--- src/hdl/spms_pkg.sv ---
// Types and constants shared by the shared-pool multi-stack unit and its checker.
package spms_pkg;

	localparam int CAPACITY   = 16;
	localparam int NUM_STACKS = 4;
	localparam int SLOT_W     = $clog2(CAPACITY);
	localparam int CNT_W      = $clog2(CAPACITY + 1);
	localparam int ID_W       = 2;
	localparam int DATA_W     = 32;

	typedef enum logic [1:0] {
		ACT_PUSH = 2'd0,
		ACT_POP  = 2'd1,
		ACT_PEEK = 2'd2,
		ACT_NOP  = 2'd3
	} action_t;

	typedef enum logic [1:0] {
		ST_OK        = 2'd0,
		ST_OVERFLOW  = 2'd1,
		ST_UNDERFLOW = 2'd2
	} status_t;

	typedef struct packed {
		action_t            action;
		logic [ID_W-1:0]    stack_id;
		logic signed [31:0] push_value;
	} req_t;

	typedef struct packed {
		logic signed [31:0] read_value;
		status_t            status;
		logic               stack_empty;
		logic               pool_full;
	} rsp_t;

endpackage

--- src/hdl/shared_pool_multi_stack_unit.sv ---
// Several LIFO stacks sharing one slot pool managed by a free-slot stack.
//
// Usage: a transaction (push, pop or peek on one stack) is taken at every rising
// clock edge where start is high and busy is low. Busy is set only by reset and
// is cleared by the clock once reset releases, so after that one transaction can be
// issued every cycle. Each transaction yields exactly one result on rsp, shown for
// one cycle with done high, after it is taken: first it sits in the input
// register, then one pass of logic over the top pointers, the free-slot stack and
// the slot store into the result register. The receiver cannot stall, so results
// must be captured in the cycle done is high. Back-to-back transactions see each
// other's effects in order, because the state is updated in the same edge that
// loads the result register. A push into a full pool reports overflow and changes
// nothing; a pop or peek on an empty stack reports underflow with read_value -1.
module shared_pool_multi_stack_unit
	import spms_pkg::*;
(
	input  logic clk,
	input  logic arst_n,
	input  logic start,
	output logic busy,
	input  req_t req,
	output logic done,
	output rsp_t rsp
);

	// Input register stage.
	logic valid_s1;
	req_t item_s1;

	// Result register.
	logic done_q;
	rsp_t rsp_q;

	// Set by reset and cleared by the clock once reset releases, so nothing is
	// taken while the state is still coming out of reset.
	logic busy_q;

	// Per-stack top pointers; the valid bit marks a non-empty stack.
	logic [SLOT_W-1:0] top_slot_q  [NUM_STACKS];
	logic              top_valid_q [NUM_STACKS];

	// Slot store: value and link to the slot below. Every slot is written by a
	// push before any pop or peek can reach it, so these need no reset.
	logic [DATA_W-1:0] slot_value_q [CAPACITY];
	logic [SLOT_W-1:0] link_slot_q  [CAPACITY];
	logic              link_valid_q [CAPACITY];

	// Free-slot stack; the next slot handed out sits at free_count - 1.
	logic [SLOT_W-1:0] free_slots_q [CAPACITY];
	logic [CNT_W-1:0]  free_count_q;

	logic              accept;
	logic              in_range;
	logic              cur_valid;
	logic [SLOT_W-1:0] cur_slot;
	logic [CNT_W-1:0]  cnt_m1;
	logic [SLOT_W-1:0] new_slot;
	logic              pool_empty;
	logic              has_room;
	logic              do_push;
	logic              do_pop;
	rsp_t              rsp_d;

	assign accept = start && !busy_q;

	always_ff @(posedge clk or negedge arst_n) begin
		if (!arst_n) begin
			busy_q   <= 1'b1;
			valid_s1 <= 1'b0;
		end else begin
			busy_q   <= 1'b0;
			valid_s1 <= accept;
		end
	end

	always_ff @(posedge clk) begin
		if (accept) begin
			item_s1 <= req;
		end
	end

	// Current state of the addressed stack and of the pool.
	assign in_range   = int'(item_s1.stack_id) < NUM_STACKS;
	assign cur_valid  = in_range && top_valid_q[item_s1.stack_id];
	assign cur_slot   = top_slot_q[item_s1.stack_id];
	assign cnt_m1     = free_count_q - 1'b1;
	assign new_slot   = free_slots_q[cnt_m1[SLOT_W-1:0]];
	assign pool_empty = (free_count_q == '0);
	assign has_room   = (free_count_q < CNT_W'(CAPACITY));

	assign do_push = valid_s1 && (item_s1.action == ACT_PUSH) && in_range && !pool_empty;
	assign do_pop  = valid_s1 && (item_s1.action == ACT_POP) && cur_valid && has_room;

	// Result for the item in the input register, flags taken after the operation.
	always_comb begin
		rsp_d             = '0;
		rsp_d.status      = ST_OK;
		rsp_d.stack_empty = !cur_valid;
		rsp_d.pool_full   = pool_empty;
		unique case (item_s1.action)
			ACT_PUSH: begin
				if (!in_range || pool_empty) begin
					rsp_d.status = ST_OVERFLOW;
				end else begin
					rsp_d.stack_empty = 1'b0;
					rsp_d.pool_full   = (free_count_q == CNT_W'(1));
				end
			end
			ACT_POP, ACT_PEEK: begin
				if (!cur_valid) begin
					rsp_d.status     = ST_UNDERFLOW;
					rsp_d.read_value = -32'sd1;
				end else begin
					rsp_d.read_value = slot_value_q[cur_slot];
					if (item_s1.action == ACT_POP && has_room) begin
						rsp_d.stack_empty = !link_valid_q[cur_slot];
						rsp_d.pool_full   = 1'b0;
					end
				end
			end
			ACT_NOP: begin
				rsp_d.status = ST_OK;
			end
			default: begin
				rsp_d.status = ST_OK;
			end
		endcase
	end

	// Top pointers, free count and free-slot stack carry reset values.
	always_ff @(posedge clk or negedge arst_n) begin
		if (!arst_n) begin
			for (int i = 0; i < NUM_STACKS; i++) begin
				top_slot_q[i]  <= '0;
				top_valid_q[i] <= 1'b0;
			end
			for (int i = 0; i < CAPACITY; i++) begin
				free_slots_q[i] <= SLOT_W'(i);
			end
			free_count_q <= CNT_W'(CAPACITY);
		end else begin
			if (do_push) begin
				top_slot_q[item_s1.stack_id]  <= new_slot;
				top_valid_q[item_s1.stack_id] <= 1'b1;
				free_count_q                  <= cnt_m1;
			end else if (do_pop) begin
				top_slot_q[item_s1.stack_id]              <= link_slot_q[cur_slot];
				top_valid_q[item_s1.stack_id]             <= link_valid_q[cur_slot];
				free_slots_q[free_count_q[SLOT_W-1:0]]    <= cur_slot;
				free_count_q                              <= free_count_q + 1'b1;
			end
		end
	end

	// Slot store is written only by a successful push.
	always_ff @(posedge clk) begin
		if (do_push) begin
			slot_value_q[new_slot] <= item_s1.push_value;
			link_slot_q[new_slot]  <= cur_slot;
			link_valid_q[new_slot] <= cur_valid;
		end
	end

	always_ff @(posedge clk or negedge arst_n) begin
		if (!arst_n) begin
			done_q <= 1'b0;
		end else begin
			done_q <= valid_s1;
		end
	end

	always_ff @(posedge clk) begin
		if (valid_s1) begin
			rsp_q <= rsp_d;
		end
	end

	assign busy = busy_q;
	assign done = done_q;
	assign rsp  = rsp_q;

endmodule

--- config.mk ---
export PLATFORM = sky130hd
export DESIGN_NAME = shared_pool_multi_stack_unit
export DESIGN_NICKNAME = d
export VERILOG_FILES = /design/src/hdl/spms_pkg.sv /design/src/hdl/shared_pool_multi_stack_unit.sv
export SDC_FILE = /design/constraint.sdc
export NUM_CORES = 1
export LEC_CHECK = 0
export BUFFER_PORTS_ARGS = -buffer_cell sky130_fd_sc_hd__buf_2
export CORE_ASPECT_RATIO = 1.75
export CORE_MARGIN = 8
export CORE_UTILIZATION = 33
export CTS_CLUSTER_SIZE = 24
export DETAILED_ROUTE_END_ITERATION = 7
export PLACE_DENSITY = 0.58
export SYNTH_ARGS = -nofsm -noshare
export SYNTH_HDL_FRONTEND = slang
export SYNTH_SLANG_ARGS = --single-unit
--- constraint.sdc ---
create_clock -name clk -period 8.7 [get_ports clk]
set_input_delay 0.87 -clock clk [delete_from_list [all_inputs] [get_ports clk]]
set_output_delay 0.87 -clock clk [all_outputs]
set_load 0.1 [all_outputs]
# After elaboration in Yosys (flattened, before gate mapping)
# Memory sizes are Yosys's and may differ from the RTL's.
# Cells that the tools add are included.
dict set report totals {
  regBits 164
  ram_bits 592
  mem_count 3
  input_bits 39
  word_cells 108
}
# memory depth width rd rd_clocked_by_memory_dff write_ports line_no
set memory_table {}
lappend memory_table {slot_value_q 16 32 1 0 1 shared_pool_multi_stack_unit.sv:44} ;# logic [DATA_W-1:0] slot_value_q [CAPACITY];
lappend memory_table {link_slot_q 16 4 1 0 1 shared_pool_multi_stack_unit.sv:45} ;# logic [SLOT_W-1:0] link_slot_q [CAPACITY];
lappend memory_table {link_valid_q 16 1 1 0 1 shared_pool_multi_stack_unit.sv:46} ;# logic link_valid_q [CAPACITY];
dict set report op_classes {
  reduce_logical 18
  add_sub_neg 2
  n_eq_ne 4
  bitwise_logic 5
  mux 35
  magnitude_cmp 6
}
# operator count
set ops {}
lappend ops {{64-bit bitwise mux} 1}
lappend ops {{16-bit bitwise mux} 2}
lappend ops {{16-bit two-way mux} 2}
lappend ops {{32-bit two-way mux} 1}
lappend ops {{4-bit two-way mux} 8}
lappend ops {{4-bit binary-select mux with 4-bit select} 1}
lappend ops {{4-bit demux with 4-bit select} 1}
lappend ops {{5-bit greater-or-equal comparator, second input constant} 2}
lappend ops {{5-bit two-way mux} 2}
lappend ops {{4-bit inverter with 5-bit output} 2}
lappend ops {{1-bit logical AND} 9}
lappend ops {{4-bit binary-select mux with 2-bit select} 1}
lappend ops {{4-bit demux with 2-bit select} 1}
lappend ops {{2-bit two-way mux} 4}
lappend ops {{1-bit two-way mux} 6}
lappend ops {{2-bit one-hot mux with 3 select lines} 1}
lappend ops {{5-bit by 1-bit adder with 5-bit output, second input constant} 1}
lappend ops {{5-bit by 1-bit equality test with 1-bit output, second input constant} 1}
lappend ops {{5-bit zero test} 1}
lappend ops {{5-bit by 1-bit < comparator with 1-bit output, second input constant} 1}
lappend ops {{5-bit < comparator, second input constant} 1}
lappend ops {{5-bit by 1-bit subtractor with 5-bit output, second input constant} 1}
lappend ops {{4-bit bitwise mux} 1}
lappend ops {{2-bit equality test, second input constant} 2}
lappend ops {{other kinds (14)} 17}

# Depth between registers and ports, before layout
# An unclocked memory read counts as a cell.
dict set report logic_depth {
  word_depth 9
  ltp_mapped 11
}

# Worst setup path before layout
# No wires, ideal clock.
dict set report synth_timing {
  path_kind {register -> register}
  startpoint {register free_count_q[0]}
  endpoint {memory link_slot_q[13][0] in the netlist's numbering (enable)}
  synth_period_minus_slack_ns 4.615
  arrival_ns 4.183
  path_stages_with_launch 11
  t_required_ns 8.269
  slack_ns 4.085
  cell_sequence {dfrtp_1 buf_1 inv_1 ha_1 xor2_2 buf_6 mux2_1 a222oi_1 a22o_1 nand2b_1 nor2_1}
}
dict set report synth_via {
  elab_chain_len 5
}
# element line_no
set synth_rtl {}
lappend synth_rtl {{start: declaration} shared_pool_multi_stack_unit.sv:50} ;# logic [CNT_W-1:0] free_count_q;
lappend synth_rtl {{start signal: assignment} shared_pool_multi_stack_unit.sv:140} ;# free_count_q <= CNT_W'(CAPACITY);
lappend synth_rtl {{start signal: assignment} shared_pool_multi_stack_unit.sv:145} ;# free_count_q <= cnt_m1;
lappend synth_rtl {{start signal: assignment} shared_pool_multi_stack_unit.sv:150} ;# free_count_q <= free_count_q + 1'b1;
lappend synth_rtl {{5-bit by 1-bit subtractor with 5-bit output} shared_pool_multi_stack_unit.sv:86} ;# assign cnt_m1 = free_count_q - 1'b1;
lappend synth_rtl {{net cnt_m1[0]} shared_pool_multi_stack_unit.sv:56} ;# logic [CNT_W-1:0] cnt_m1;
lappend synth_rtl {{4-bit inverter with 5-bit output (not written as such)} shared_pool_multi_stack_unit.sv:87} ;# assign new_slot = free_slots_q[cnt_m1[SLOT_W-1:0]];
lappend synth_rtl {{4-bit binary-select mux with 4-bit select} shared_pool_multi_stack_unit.sv:87}
lappend synth_rtl {{4-bit two-way mux (not written as such) (2 in a row)} shared_pool_multi_stack_unit.sv:87}
lappend synth_rtl {{end: declaration} shared_pool_multi_stack_unit.sv:45}
# The timed path passes the listed nets, and every way through them passes these cells. The select of a mux whose other input is x is not followed.

# Worst setup path after layout
dict set report layout_timing {
  startpoint {register free_count_q[0]}
  endpoint {memory slot_value_q[12][4] (enable)}
}
dict set report layout_via {
  elab_chain_len 5
}
# element line_no
set layout_rtl {}
lappend layout_rtl {{5-bit by 1-bit subtractor with 5-bit output} shared_pool_multi_stack_unit.sv:86}
lappend layout_rtl {{net cnt_m1[0]} shared_pool_multi_stack_unit.sv:56}
lappend layout_rtl {{4-bit inverter with 5-bit output (not written as such)} shared_pool_multi_stack_unit.sv:87}
lappend layout_rtl {{4-bit binary-select mux with 4-bit select} shared_pool_multi_stack_unit.sv:87}
lappend layout_rtl {{4-bit two-way mux (not written as such) (2 in a row)} shared_pool_multi_stack_unit.sv:87}
lappend layout_rtl {{end: declaration} shared_pool_multi_stack_unit.sv:44}
# The timed path passes the listed nets, and every way through them passes these cells. The select of a mux whose other input is x is not followed.

==> results_dict.tcl <==
set metrics [dict create \
    dpl_cell_area_sq_um 31600 \
    die_area_sq_um 101000 \
    cts_tree "yes" \
    overflow 0 \
    synthCells 1809 \
    cpMostUsedCell "buf_4" \
    antenna_found_initial 2 \
    wl_met3_microns 2740 \
    die_x_microns 243 \
    cts_resized 0 \
    clkTransAtPathRegs_ns 0.07 \
    ys.flop_type "edfxtp_1" \
    slew_headroom_pct 31.6 \
    rsz0062_at_grt "false" \
    start_kind "register" \
    die_h_microns 414 \
    layout-drive-gt1-share_pct 21.7 \
    syn2layout_area_growth_pct 13.1 \
    path_max_fanout 24 \
    ir_worst_vdd_v 0.000114 \
    synth_area_sq_um 29900 \
    cts_buffers 67 \
    yosysSeqAreaShare_pct 74.6 \
    arrival_ns 5.08 \
    drc 0 \
    skew_ns 0.0211 \
    crit_type "register to register" \
    drt-wirelength-per-cell_microns 22.8 \
    first_pass_iters 5 \
    pin_count 77 \
    slew_violations 0 \
    drt_iter0_markers 1121 \
    hold_viol 0 \
    row_count 146 \
    htreeDepth 3 \
    start_util_pct 33.2 \
    synth.distinct_cells 56 \
    num_vias 15900 \
    drt_wl_total_microns 71300 \
    status "finished clean" \
    dr_wl_met2_microns 39700 \
    yosys_warnings 0 \
    gp_congestion 0.881 \
    worstHoldPathType "input port to async pin" \
    finish.instance_area_sq_um 33800 \
    period_needed_ns 4.81 \
    synth-edff-count 664 \
    setup_tns_ns 0 \
    worstPathRequired_ns 8.97 \
    synth_nets 1857 \
    coreArea_sq_um 90100 \
    routed_via_density 5.08 \
    period_share_pct 55.3 \
    max_freq_ghz 0.208 \
    max_cap_violations 0 \
    post_cts_buffers 0 \
    async_reset_ff_share_pct 12.2 \
    p_per_area_nw_per_um2 210 \
    cellLeakagePower_nw 11.0 \
    cp-end-kind "register" \
    final_cell_count_no_fill 3130 \
    synth.avg_cell_area_sq_um 16.5 \
    finalSetupViolCount 0 \
    post-place-cells 3008 \
    final_util_pct 37.5 \
    drtAntennaViolNets 0 \
    highest_layer "met5" \
    numPortBuffers 76 \
    grt_use_total_pct 13.9 \
    grt_first_pass_wirelength_microns 107000 \
    dp_hpwl_microns 41700 \
    clkLatencyLatePin_ns 0.62 \
    grt_max_degree 104 \
    worst_pin_slew_ns 1.02 \
    cts_sinks 756 \
    cts_root_buffer "clkbuf_16" \
    grt_pass1_vias 16800 \
    ctsHoldBuffers 0 \
    cts_buffer_depth 3 \
    synth-seq-cells 756 \
    final_nets 1941 \
    max_stage_delay_ns 0.78 \
    critical-path-slowest-cell "xor2_2" \
    met1_length_microns 26700 \
    crit_chain "buf_4 -> inv_1 -> ha_1 -> xor2_2 -> mux2_2 -> a222oi_1 -> a22o_1 -> nand2b_1 -> nor2_4 -> buf_4" \
]
area by class of cell:
cell class                 count  area, sq um
fill                        8267        56300
sequential                   756        22300
multi-input combinational    945         7130
clock buffer                  80         1800
tap                         1184         1480
timing repair buffer         111          646
clock inverter                41          388
inverter                      12         55.1
antenna                        1         2.50
flip-flops by register name (all words and copies together) (netlist names), 4 cells and up:
register / cells
top_valid_q: 4
link_slot_q: 64
free_slots_q: 64
free_count_q: 5
item_s1: 36
top_slot_q: 16
slot_value_q: 512
rsp: 36
link_valid_q: 16
metrics by stage:
stage / worst slack, ns / hold WS [ns] / total power [mW]
2_1_floorplan: 4.09 / 0.443 / 4.12
5_1_grt: 3.53 / 0.143 / 7.30
3_3_place_gp: 3.97 / 0.462 / 4.18
4_1_cts: 3.78 / 0.116 / 7.16
6_report: 3.89 / 0.148 / 7.08
3_5_place_dp: 3.78 / 0.474 / 4.18
cell families (layout without fill, tap and decap cells):
| family | after synthesis | after routing | share of synthesized area (%) |
|---|---|---|---|
| XOR/XNOR | 7 | 7 | 0.230 |
| AO/OA/AOI/OAI | 169 | 169 | 3.74 |
| other | 1 | 2 | 0.0125 |
| AND/OR/NAND/NOR | 525 | 525 | 7.70 |
| flip-flops | 756 | 756 | 74.6 |
| adder cells (fa/ha/maj) | 9 | 9 | 0.377 |
| multiplexers | 234 | 234 | 11.3 |
| buffers and inverters | 108 | 244 | 2.05 |
Yosys cell counts, types with 7 or more instances:
cell / n / area [sq um]
edfxtp_1: 664 / 19900
clkbuf_1: 44 / 165
a21oi_1: 76 / 380
nand3_1: 149 / 746
buf_2: 14 / 70.1
buf_6: 13 / 146
dfrtp_1: 58 / 1450
mux2i_1: 86 / 861
buf_4: 17 / 128
dfstp_2: 34 / 893
inv_1: 10 / 37.5
and2_1: 7 / 43.8
a22oi_1: 13 / 97.6
mux2_2: 68 / 766
o21ai_0: 29 / 145
nand2b_1: 8 / 50.1
a2111oi_1: 32 / 320
nand2_1: 302 / 1130
nor2_1: 27 / 101
mux4_2: 76 / 1710
ha_1: 9 / 113
placed cells by master (no fill, tap or decap), types with 32 or more instances in the layout:
master	instances
nand3_1	149
mux4_2	75
buf_2	75
a21oi_1	76
dfstp_2	34
mux2_2	66
buf_4	36
clkbuf_16	70
nand2_1	302
mux2i_1	86
a2111oi_1	32
edfxtp_1	664
dfrtp_1	57
critical path: cells and delay by family, from the launching register on:
family	cells	cell delay (ns)
AND/OR/NAND/NOR	2	0.98
buffers and inverters	3	0.95
XOR/XNOR	1	0.78
AO/OA/AOI/OAI	2	0.67
multiplexers	1	0.42
flip-flops	1	0.34
adder cells (fa/ha/maj)	1	0.31
worst paths after layout:
path                                                    from                             to  slack, ns  cells after the start
worst max-delay path             free_count_q[0]$_DFFE_PN0N_  slot_value_q[12][4]$_DFFE_PP_       3.89                     10
worst min-delay path                                  arst_n     top_slot_q[14]$_DFFE_PN0P_       0.15                      1
worst max register to register   free_count_q[0]$_DFFE_PN0N_  slot_value_q[12][4]$_DFFE_PP_       3.89                     10
worst min register to register  free_slots_q[16]$_DFFE_PN1P_   free_slots_q[16]$_DFFE_PN1P_       0.48                      2
max in group asynchronous                             arst_n   free_slots_q[55]$_DFFE_PN0P_       7.34                      2
min in group clk                                      req[5]           item_s1[5]$_DFFE_PP_       0.42                      1
report_power, final:
group	internal (mW)	switching, mW
combinational	0.0202	0.101
sequential	3.95	0.0307
clock	1.65	1.33
total	5.62	1.46
layer usage:
metal / vias up / global-route usage [%]
met4: 2 / 5.11
met2: 384 / 26.3
li1: 7098 / -
met5: - / 0
met1: 8287 / 15.6
met3: 123 / 2.03
(Power assumes the default switching activity.)
